**config.mk**
```make
export PLATFORM = sky130hd
export DESIGN_NAME = image_patch_source_address_unit
export DESIGN_NICKNAME = d
export VERILOG_FILES = /design/src/hw/rtl/ipsa_pkg.sv /design/src/hw/rtl/ipsa_pad_calc.sv /design/src/hw/rtl/image_patch_source_address_unit.sv
export SDC_FILE = /design/constraint.sdc
export NUM_CORES = 2
export LEC_CHECK = 0
export BUFFER_PORTS_ARGS = -buffer_cell sky130_fd_sc_hd__buf_2
export CAP_MARGIN = 20
export CORE_MARGIN = 2
export CORE_UTILIZATION = 59
export CTS_CLUSTER_SIZE = 20
export DETAILED_ROUTE_END_ITERATION = 8
export GPL_TIMING_DRIVEN = 0
export PLACE_DENSITY = 0.78
export SYNTH_ARGS = -nofsm -noshare
export SYNTH_HDL_FRONTEND = slang
export SYNTH_SLANG_ARGS = --single-unit
```
**constraint.sdc**
```tcl
create_clock -name clk -period 6.32 [get_ports clk]
set_clock_uncertainty 0.2 [all_clocks]
set_input_delay 1.264 -clock clk [delete_from_list [all_inputs] [get_ports clk]]
set_output_delay 1.264 -clock clk [all_outputs]
set_load 0.1 [all_outputs]
```
**src/hw/rtl/ipsa_pkg.sv**
```systemverilog
// shared types and constants for the patch source address unit
// no dependencies
package ipsa_pkg;

    localparam int SIZE_W  = 13;
    localparam int BYTE_W  = 8;
    localparam int PAD_W   = 16;
    localparam int INDEX_W = 56;
    localparam int ADDR_W  = 5;
    localparam int REG_W   = 3;

    // register indexes, byte address is 4 * index
    localparam logic [REG_W-1:0] REG_IN_HEIGHT     = 3'd0;
    localparam logic [REG_W-1:0] REG_IN_WIDTH      = 3'd1;
    localparam logic [REG_W-1:0] REG_CHANNELS      = 3'd2;
    localparam logic [REG_W-1:0] REG_KERNEL_HEIGHT = 3'd3;
    localparam logic [REG_W-1:0] REG_KERNEL_WIDTH  = 3'd4;
    localparam logic [REG_W-1:0] REG_STRIDE_PAIR   = 3'd5;
    localparam logic [REG_W-1:0] REG_RATE_PAIR     = 3'd6;
    localparam logic [REG_W-1:0] REG_PAD_MODE      = 3'd7;

    // auto-pad modes, code 3 behaves as valid
    localparam logic [1:0] PAD_VALID      = 2'd0;
    localparam logic [1:0] PAD_SAME_UPPER = 2'd1;
    localparam logic [1:0] PAD_SAME_LOWER = 2'd2;

    typedef struct packed {
        logic [7:0]  batch;
        logic [7:0]  kernel_row;
        logic [7:0]  kernel_col;
        logic [11:0] channel;
        logic [11:0] out_row;
        logic [11:0] out_col;
    } item_t;

    typedef struct packed {
        logic [INDEX_W-1:0] source_index;
        logic               is_padding;
    } result_t;

    // one image axis for the pad derivation; all but mode already >= 1
    typedef struct packed {
        logic [SIZE_W-1:0] size;
        logic [BYTE_W-1:0] stride;
        logic [BYTE_W-1:0] kernel;
        logic [BYTE_W-1:0] rate;
        logic [1:0]        mode;
    } pad_side_t;

endpackage

```
**src/hw/rtl/ipsa_pad_calc.sv**
```systemverilog
// derives the leading pad of one axis from size, stride, kernel and dilation
// depends on ipsa_pkg
module ipsa_pad_calc
(
    input  logic                        clk,
    input  logic                        rst_n,
    input  logic                        start,
    input  ipsa_pkg::pad_side_t         side,
    output logic                        busy,
    output logic [ipsa_pkg::PAD_W-1:0]  pad
);

    localparam int CNT_W = $clog2(ipsa_pkg::SIZE_W + 1);

    logic                          busy_reg, busy_next;
    logic [CNT_W-1:0]              cnt_reg, cnt_next;
    logic [ipsa_pkg::BYTE_W-1:0]   rem_reg, rem_next;
    logic [ipsa_pkg::SIZE_W-1:0]   size_reg, size_next;
    logic [ipsa_pkg::BYTE_W-1:0]   div_reg, div_next;
    logic [ipsa_pkg::PAD_W-1:0]    ext_reg, ext_next;
    logic                          lower_reg, lower_next;
    logic                          same_reg, same_next;
    logic [ipsa_pkg::PAD_W-1:0]    pad_reg, pad_next;

    logic [ipsa_pkg::BYTE_W:0]     trial;
    logic [ipsa_pkg::BYTE_W-1:0]   tail;
    logic [ipsa_pkg::PAD_W+1:0]    total;
    logic [ipsa_pkg::PAD_W+1:0]    total_up;

    // remainder of size by stride, one bit a cycle
    assign trial = {rem_reg, size_reg[ipsa_pkg::SIZE_W-1]};
    // total = extent - (rem == 0 ? stride : rem)
    assign tail     = (rem_reg == '0) ? div_reg : rem_reg;
    assign total    = {2'b00, ext_reg} - {10'd0, tail};
    assign total_up = total + 18'd1;

    always_comb
    begin
        busy_next  = busy_reg;
        cnt_next   = cnt_reg;
        rem_next   = rem_reg;
        size_next  = size_reg;
        div_next   = div_reg;
        ext_next   = ext_reg;
        lower_next = lower_reg;
        same_next  = same_reg;
        pad_next   = pad_reg;
        if (start)
        begin
            busy_next  = 1'b1;
            cnt_next   = CNT_W'(ipsa_pkg::SIZE_W);
            rem_next   = '0;
            size_next  = side.size;
            div_next   = side.stride;
            ext_next   = 16'(side.kernel)
                       + 16'(side.rate - 8'd1) * 16'(side.kernel - 8'd1);
            lower_next = (side.mode == ipsa_pkg::PAD_SAME_LOWER);
            same_next  = (side.mode == ipsa_pkg::PAD_SAME_UPPER)
                      || (side.mode == ipsa_pkg::PAD_SAME_LOWER);
        end
        else if (busy_reg)
        begin
            if (cnt_reg != '0)
            begin
                cnt_next  = cnt_reg - CNT_W'(1);
                size_next = {size_reg[ipsa_pkg::SIZE_W-2:0], 1'b0};
                if (trial >= {1'b0, div_reg})
                begin
                    rem_next = ipsa_pkg::BYTE_W'(trial - {1'b0, div_reg});
                end
                else
                begin
                    rem_next = trial[ipsa_pkg::BYTE_W-1:0];
                end
            end
            else
            begin
                busy_next = 1'b0;
                // total never reaches extent, so only its sign and a zero total matter
                if (!same_reg || total[ipsa_pkg::PAD_W+1] || total == '0)
                begin
                    pad_next = '0;
                end
                else if (lower_reg)
                begin
                    pad_next = total_up[ipsa_pkg::PAD_W:1];
                end
                else
                begin
                    pad_next = total[ipsa_pkg::PAD_W:1];
                end
            end
        end
    end

    always_ff @(posedge clk or negedge rst_n)
    begin
        if (!rst_n)
        begin
            busy_reg <= 1'b0;
            cnt_reg  <= '0;
            pad_reg  <= '0;
        end
        else
        begin
            busy_reg <= busy_next;
            cnt_reg  <= cnt_next;
            pad_reg  <= pad_next;
        end
    end

    always_ff @(posedge clk)
    begin
        rem_reg   <= rem_next;
        size_reg  <= size_next;
        div_reg   <= div_next;
        ext_reg   <= ext_next;
        lower_reg <= lower_next;
        same_reg  <= same_next;
    end

    assign busy = busy_reg;
    assign pad  = pad_reg;

endmodule

```
**src/hw/rtl/image_patch_source_address_unit.sv**
```systemverilog
// top level of the patch source address unit (im2col with dilation)
// depends on ipsa_pkg and ipsa_pad_calc
//
//  channel   signals                                      direction
//  item      item_valid, item_ready, item                 in
//  result    result_valid, result_ready, result           out
//  config    psel, penable, pwrite, paddr, pwdata,
//            prdata, pready                               in / out
//
// one beat per cycle sustained unless results stall or a pad derivation runs
// the address pipeline is four register stages: products, row and column,
// bounds check with the channel-row product, final multiply into the index
// a config write closes the item side while the two remainder
// loops re-derive top and left padding, one quotient bit a cycle
// reset clears registers to their documented values and empties the pipe
// each stage holds under back-pressure and takes a new beat into any bubble
module image_patch_source_address_unit
#(
    parameter int MAX_SIDE     = 4096,
    parameter int MAX_CHANNELS = 4096,
    parameter int MAX_BATCH    = 256
)
(
    input  logic                          clk,
    input  logic                          rst_n,
    input  logic                          item_valid,
    output logic                          item_ready,
    input  ipsa_pkg::item_t               item,
    output logic                          result_valid,
    input  logic                          result_ready,
    output ipsa_pkg::result_t             result,
    input  logic                          psel,
    input  logic                          penable,
    input  logic                          pwrite,
    input  logic [ipsa_pkg::ADDR_W-1:0]   paddr,
    input  logic [31:0]                   pwdata,
    output logic [31:0]                   prdata,
    output logic                          pready
);

    // saturation limits, clipped to what the register widths can hold
    localparam int SIDE_LIM  = (MAX_SIDE < 8191) ? MAX_SIDE : 8191;
    localparam int CH_LIM    = (MAX_CHANNELS < 8191) ? MAX_CHANNELS : 8191;
    localparam int BATCH_LIM = (MAX_BATCH - 1 < 255) ? MAX_BATCH - 1 : 255;
    localparam logic [12:0] SIDE_CAP  = 13'(SIDE_LIM);
    localparam logic [12:0] CH_CAP    = 13'(CH_LIM);
    localparam logic [7:0]  BATCH_CAP = 8'(BATCH_LIM);

    // ---------------------------------------------------------------
    // configuration registers
    // ---------------------------------------------------------------
    logic [12:0] in_height_reg, in_width_reg, channels_reg;
    logic [7:0]  kernel_height_reg, kernel_width_reg;
    logic [15:0] stride_pair_reg, rate_pair_reg;
    logic [1:0]  pad_mode_reg;
    logic        start_reg;

    logic                        cfg_wr;
    logic [ipsa_pkg::REG_W-1:0]  cfg_idx;

    assign pready  = 1'b1;
    assign cfg_wr  = psel && penable && pwrite;
    assign cfg_idx = paddr[ipsa_pkg::ADDR_W-1:2];

    always_ff @(posedge clk or negedge rst_n)
    begin
        if (!rst_n)
        begin
            in_height_reg     <= 13'd1;
            in_width_reg      <= 13'd1;
            channels_reg      <= 13'd1;
            kernel_height_reg <= 8'd1;
            kernel_width_reg  <= 8'd1;
            stride_pair_reg   <= 16'd257;
            rate_pair_reg     <= 16'd257;
            pad_mode_reg      <= ipsa_pkg::PAD_VALID;
            start_reg         <= 1'b0;
        end
        else
        begin
            // any write kicks off a fresh pad derivation next cycle
            start_reg <= cfg_wr;
            if (cfg_wr)
            begin
                unique case (cfg_idx)
                    ipsa_pkg::REG_IN_HEIGHT:     in_height_reg     <= pwdata[12:0];
                    ipsa_pkg::REG_IN_WIDTH:      in_width_reg      <= pwdata[12:0];
                    ipsa_pkg::REG_CHANNELS:      channels_reg      <= pwdata[12:0];
                    ipsa_pkg::REG_KERNEL_HEIGHT: kernel_height_reg <= pwdata[7:0];
                    ipsa_pkg::REG_KERNEL_WIDTH:  kernel_width_reg  <= pwdata[7:0];
                    ipsa_pkg::REG_STRIDE_PAIR:   stride_pair_reg   <= pwdata[15:0];
                    ipsa_pkg::REG_RATE_PAIR:     rate_pair_reg     <= pwdata[15:0];
                    ipsa_pkg::REG_PAD_MODE:      pad_mode_reg      <= pwdata[1:0];
                endcase
            end
        end
    end

    // read back
    always_comb
    begin
        unique case (cfg_idx)
            ipsa_pkg::REG_IN_HEIGHT:     prdata = {19'd0, in_height_reg};
            ipsa_pkg::REG_IN_WIDTH:      prdata = {19'd0, in_width_reg};
            ipsa_pkg::REG_CHANNELS:      prdata = {19'd0, channels_reg};
            ipsa_pkg::REG_KERNEL_HEIGHT: prdata = {24'd0, kernel_height_reg};
            ipsa_pkg::REG_KERNEL_WIDTH:  prdata = {24'd0, kernel_width_reg};
            ipsa_pkg::REG_STRIDE_PAIR:   prdata = {16'd0, stride_pair_reg};
            ipsa_pkg::REG_RATE_PAIR:     prdata = {16'd0, rate_pair_reg};
            ipsa_pkg::REG_PAD_MODE:      prdata = {30'd0, pad_mode_reg};
        endcase
    end

    // ---------------------------------------------------------------
    // effective sizes: zero reads as one, sides and channels saturate
    // ---------------------------------------------------------------
    logic [12:0] ih, iw, ic;
    logic [7:0]  kh, kw, sh, sw, rh, rw;

    assign ih = (in_height_reg == '0) ? 13'd1
              : ((in_height_reg > SIDE_CAP) ? SIDE_CAP : in_height_reg);
    assign iw = (in_width_reg == '0) ? 13'd1
              : ((in_width_reg > SIDE_CAP) ? SIDE_CAP : in_width_reg);
    assign ic = (channels_reg == '0) ? 13'd1
              : ((channels_reg > CH_CAP) ? CH_CAP : channels_reg);
    assign kh = (kernel_height_reg == '0) ? 8'd1 : kernel_height_reg;
    assign kw = (kernel_width_reg == '0) ? 8'd1 : kernel_width_reg;
    assign sh = (stride_pair_reg[15:8] == '0) ? 8'd1 : stride_pair_reg[15:8];
    assign sw = (stride_pair_reg[7:0] == '0) ? 8'd1 : stride_pair_reg[7:0];
    assign rh = (rate_pair_reg[15:8] == '0) ? 8'd1 : rate_pair_reg[15:8];
    assign rw = (rate_pair_reg[7:0] == '0) ? 8'd1 : rate_pair_reg[7:0];

    // ---------------------------------------------------------------
    // pad derivation, one remainder loop per axis
    // ---------------------------------------------------------------
    ipsa_pkg::pad_side_t          top_side, left_side;
    logic                         top_busy, left_busy;
    logic [ipsa_pkg::PAD_W-1:0]   pad_top, pad_left;

    assign top_side  = '{size: ih, stride: sh, kernel: kh, rate: rh, mode: pad_mode_reg};
    assign left_side = '{size: iw, stride: sw, kernel: kw, rate: rw, mode: pad_mode_reg};

    ipsa_pad_calc u_pad_top
    (
        .clk   (clk),
        .rst_n (rst_n),
        .start (start_reg),
        .side  (top_side),
        .busy  (top_busy),
        .pad   (pad_top)
    );

    ipsa_pad_calc u_pad_left
    (
        .clk   (clk),
        .rst_n (rst_n),
        .start (start_reg),
        .side  (left_side),
        .busy  (left_busy),
        .pad   (pad_left)
    );

    // ---------------------------------------------------------------
    // address pipeline
    // ---------------------------------------------------------------
    logic v1_reg, v2_reg, v3_reg, v4_reg;
    logic en1, en2, en3, en4;

    // each stage loads when empty or when the one after it moves
    assign en4 = !v4_reg || result_ready;
    assign en3 = !v3_reg || en4;
    assign en2 = !v2_reg || en3;
    assign en1 = !v1_reg || en2;

    assign item_ready = en1 && !start_reg && !top_busy && !left_busy;

    // stage 1: the four offset products and batch-channel plane
    logic [15:0] rk1_reg, ck1_reg;
    logic [19:0] ro1_reg, co1_reg;
    logic [20:0] bc1_reg;
    logic [7:0]  b_sat;

    assign b_sat = (item.batch > BATCH_CAP) ? BATCH_CAP : item.batch;

    always_ff @(posedge clk)
    begin
        if (en1)
        begin
            rk1_reg <= 16'(item.kernel_row) * 16'(rh);
            ck1_reg <= 16'(item.kernel_col) * 16'(rw);
            ro1_reg <= 20'(item.out_row) * 20'(sh);
            co1_reg <= 20'(item.out_col) * 20'(sw);
            bc1_reg <= 21'(b_sat) * 21'(ic) + 21'(item.channel);
        end
    end

    // stage 2: source row and column, two's complement in 22 bits
    logic [21:0] row2_reg, col2_reg;
    logic [20:0] bc2_reg;

    always_ff @(posedge clk)
    begin
        if (en2)
        begin
            row2_reg <= 22'(rk1_reg) + 22'(ro1_reg) - 22'(pad_top);
            col2_reg <= 22'(ck1_reg) + 22'(co1_reg) - 22'(pad_left);
            bc2_reg  <= bc1_reg;
        end
    end

    // stage 3: bounds check, plane times height plus row
    logic        pad3_reg;
    logic [33:0] bcr3_reg;
    logic [12:0] col3_reg;
    logic        row_out, col_out;

    assign row_out = row2_reg[21] || (row2_reg[20:0] >= 21'(ih));
    assign col_out = col2_reg[21] || (col2_reg[20:0] >= 21'(iw));

    always_ff @(posedge clk)
    begin
        if (en3)
        begin
            pad3_reg <= row_out || col_out;
            bcr3_reg <= 34'(bc2_reg) * 34'(ih) + 34'(row2_reg[12:0]);
            col3_reg <= col2_reg[12:0];
        end
    end

    // stage 4: output register, padding reads as index zero
    ipsa_pkg::result_t res4_reg;
    logic [46:0]       idx4;

    assign idx4 = 47'(bcr3_reg) * 47'(iw) + 47'(col3_reg);

    always_ff @(posedge clk)
    begin
        if (en4)
        begin
            res4_reg.is_padding   <= pad3_reg;
            res4_reg.source_index <= pad3_reg ? '0 : ipsa_pkg::INDEX_W'(idx4);
        end
    end

    // valid bits travel with the data
    always_ff @(posedge clk or negedge rst_n)
    begin
        if (!rst_n)
        begin
            v1_reg <= 1'b0;
            v2_reg <= 1'b0;
            v3_reg <= 1'b0;
            v4_reg <= 1'b0;
        end
        else
        begin
            if (en1)
            begin
                v1_reg <= item_valid && item_ready;
            end
            if (en2)
            begin
                v2_reg <= v1_reg;
            end
            if (en3)
            begin
                v3_reg <= v2_reg;
            end
            if (en4)
            begin
                v4_reg <= v3_reg;
            end
        end
    end

    assign result_valid = v4_reg;
    assign result       = res4_reg;

endmodule

```
==> results.toml <==
[clock_network]
postCtsHoldBufs = 0
htreeDepth = 2
numClockSinks = 482
cts.clk_slew.worst_paths_ps = 60
numCtsBuffers = 55
cts_tree = "done"
insertion_delay_ps = 670
clock_tree.root_cell = "clkbuf_16"
clockBufferDepth = 3

[sta]
final.period_utilization_pct = 112.6
rsz0062_at_grt = "true"
fin_crit_ps = 7114
slew_violations = 0
clock.fmax_ghz = 0.1406
worst_slack_ps = -794.1
hold_viol_final = 0
setup-violations-final = 58
whs_ps = 217.9
maxSlewHeadroom_pct = 20.35
worstMarginPinSlew_ps = 1186

[detailed_routing]
dr_total_vias = 53170
wl_per_cell_um = 20.75
drc = 5
ant_nets = 0
first_iter_violations = 4909
firstDrtPassIters = 9
totalWireLength_um = 190600
viasPerCell = 5.786

[logic_synthesis]
synth_edf_count = 330
ys_seq_elements = 482
synthFlopType = "edfxtp_1"
avgSynthCellArea_um2 = 9.581
synth_compound_area_share_pct = 7.130
synth-simple-area-share_pct = 15.33
syn_area_um2 = 68470
synth_top_family_by_area = "adder cells"
synthMuxAreaShare_pct = 1.805
synth_xor_area_share_pct = 3.912
seq_area_frac_synth_pct = 19.93
synth_cell_types = 96
synthAdderAreaFrac_pct = 42.85
ys.warnings.count = 0
async_flop_share_pct = 28.22
synthCells = 7147

[global_routing]
antenna_found_initial = 3
grt_pass1_wl_um = 292500
track_usage_pct = 31.51
globalRouteMet2Util_pct = 51.59
grt_pass1_vias = 54240
grt_busiest_layer = "met2"
grtUsageMet3_pct = 5.442
grt_use_met1_pct = 41.38
grt_max_degree = 99
overflow = 0

[layout]
n_fill_cell = 8178
fin_nets = 9443
layout_commonest_cell = "inv_1"
final_cell_area_um2 = 79210
multi_input_area_um2 = 51610
final_cell_mix = "inv_1, fa_1, nand2_1, ha_1, and2_1"
area_growth_pct = 15.68
regArea_um2 = 13680
largest_reg_flops = 48
drive_above_1_share_pct = 16.16

[run_status]
outcome = "complete, but fails checks"
violations = "design-rule violations, negative setup slack"

[critical_path]
end_kind = "register"
cp.arrival_ps = 7340
critPathRequiredTime_ps = 6550
path_max_fanout = 5
r2r_slack_ps = -790
critPathKind = "register to register"
slowest_stage = "fa_1"
critPathLaunchType = "register"
max_stage_delay_ps = 540
crit_top_cell = "fa_1"
path_cells = "buf_8 -> nor2b_4 -> buf_8 -> clkbuf_16 -> and2_4 -> fa_1 -> inv_2 -> fa_1 -> inv_2 -> fa_1 -> fa_2 -> fa_1 -> inv_1 -> fa_1 -> inv_2 -> ha_4 -> o211ai_1 -> a211o_4 -> o211ai_4 -> a21oi_2 -> or2_4 -> o311ai_4 -> a21oi_2 -> mux2_4"

[flow_run]
cap_violations = 0

[floorplan]
die_area_um2 = 118800
die_w_um = 344.7
coreArea_um2 = 114700
ios = 196
start_util_pct = 59.72
die_h_um = 344.7
std_cell_rows = 124

[placement]
gp_congestion = 0.9748
io_buffers = 144
place_ws_ps = -1768
placed_cell_area_um2 = 71970
hpwl_um = 145400

[worst_hold_path]
holdCritPathClass = "register to register"
==> stage by stage <==
stage                     std cells  TNS, ps  utilization, %
after floorplan                7173    -1234               -
after global placement         8829  -204460           62.55
after detailed placement       8842   -82880           62.77
after CTS                      9083   -13840           67.28
after global routing           9185   -28620           69.08
final                          9189   -20340           69.09
==> logic make-up (layout without fill, tap and decap cells) <==
logic type	after synthesis	after routing
buffers and inverters	1623	2123
flip-flops	482	482
XOR/XNOR	305	305
adder cells (fa/ha/maj)	1713	1713
AO/OA/AOI/OAI	743	743
multiplexers	111	111
AND/OR/NAND/NOR	2168	2168
other	2	32
==> cells in the mapped netlist (34+ instances only) <==
cell type	n	area share, %
ha_1	660	12
mux2_2	99	1.6
clkbuf_1	257	1.4
a21o_1	74	0.81
nand2b_1	56	0.51
xor2_1	78	1.0
nor3_1	91	0.67
fa_1	1053	31
and2_1	509	4.7
o21ai_0	135	0.99
a21oi_1	191	1.4
dfrtp_1	127	4.6
o21a_1	34	0.37
xnor2_1	226	2.9
nand2_1	901	4.9
nor2_1	294	1.6
edfxtp_1	330	14
nor2b_1	66	0.60
inv_1	1321	7.2
nor4_1	34	0.31
nand3_1	64	0.47
==> cell type report <==
| cell class | instances | share of cell area [%] |
|---|---|---|
| Antenna cell | 4 | 0.01264 |
| Multi-Input combinational cell | 5068 | 65.16 |
| Clock inverter | 36 | 0.5292 |
| Timing Repair Buffer | 423 | 4.265 |
| Clock buffer | 68 | 1.865 |
| Sequential cell | 482 | 17.27 |
| Tap cell | 1512 | 2.388 |
| Inverter | 1323 | 6.290 |
| Buffer | 273 | 2.221 |
==> per-layer routing <==
layer	part of all wire (%)	up-vias
met2	47	2627
met5	0.0037	-
met4	5.1	2
li1	-	23530
met1	39	26420
met3	8.7	591
==> worst max-delay path, delay by kind of cell (launching register included) <==
family	cells	cell delay, ps
fa+ha+maj	7	3340
compound gates	6	1400
buf+inv	7	690
simple gates	3	500
flops	1	430
mux	1	300
==> what timing repair did <==
action | in CTS | in global routing
pin swaps | 177 | 199
setup buffers | 156 | 112
cloned | 3 | 2
resized for setup | 453 | 334
endpoints found under the setup margin | 79 | 74
==> worst paths after layout <==
check | startpoint | end | cells past startpoint
hold reg to reg | bc1_reg[3] | bc2_reg[3] | 0
setup reg to reg | in_width_reg[12] | result[34] | 24
min in group asynchronous | rst_n | rate_pair_reg[14] | 1
setup / recovery | in_width_reg[12] | result[34] | 24
hold / removal | bc1_reg[3] | bc2_reg[3] | 0
max in group asynchronous | rst_n | in_width_reg[6] | 2
Power is not shown: default switching activity piles up to over one toggle a cycle in this logic, so the estimate is an artifact.
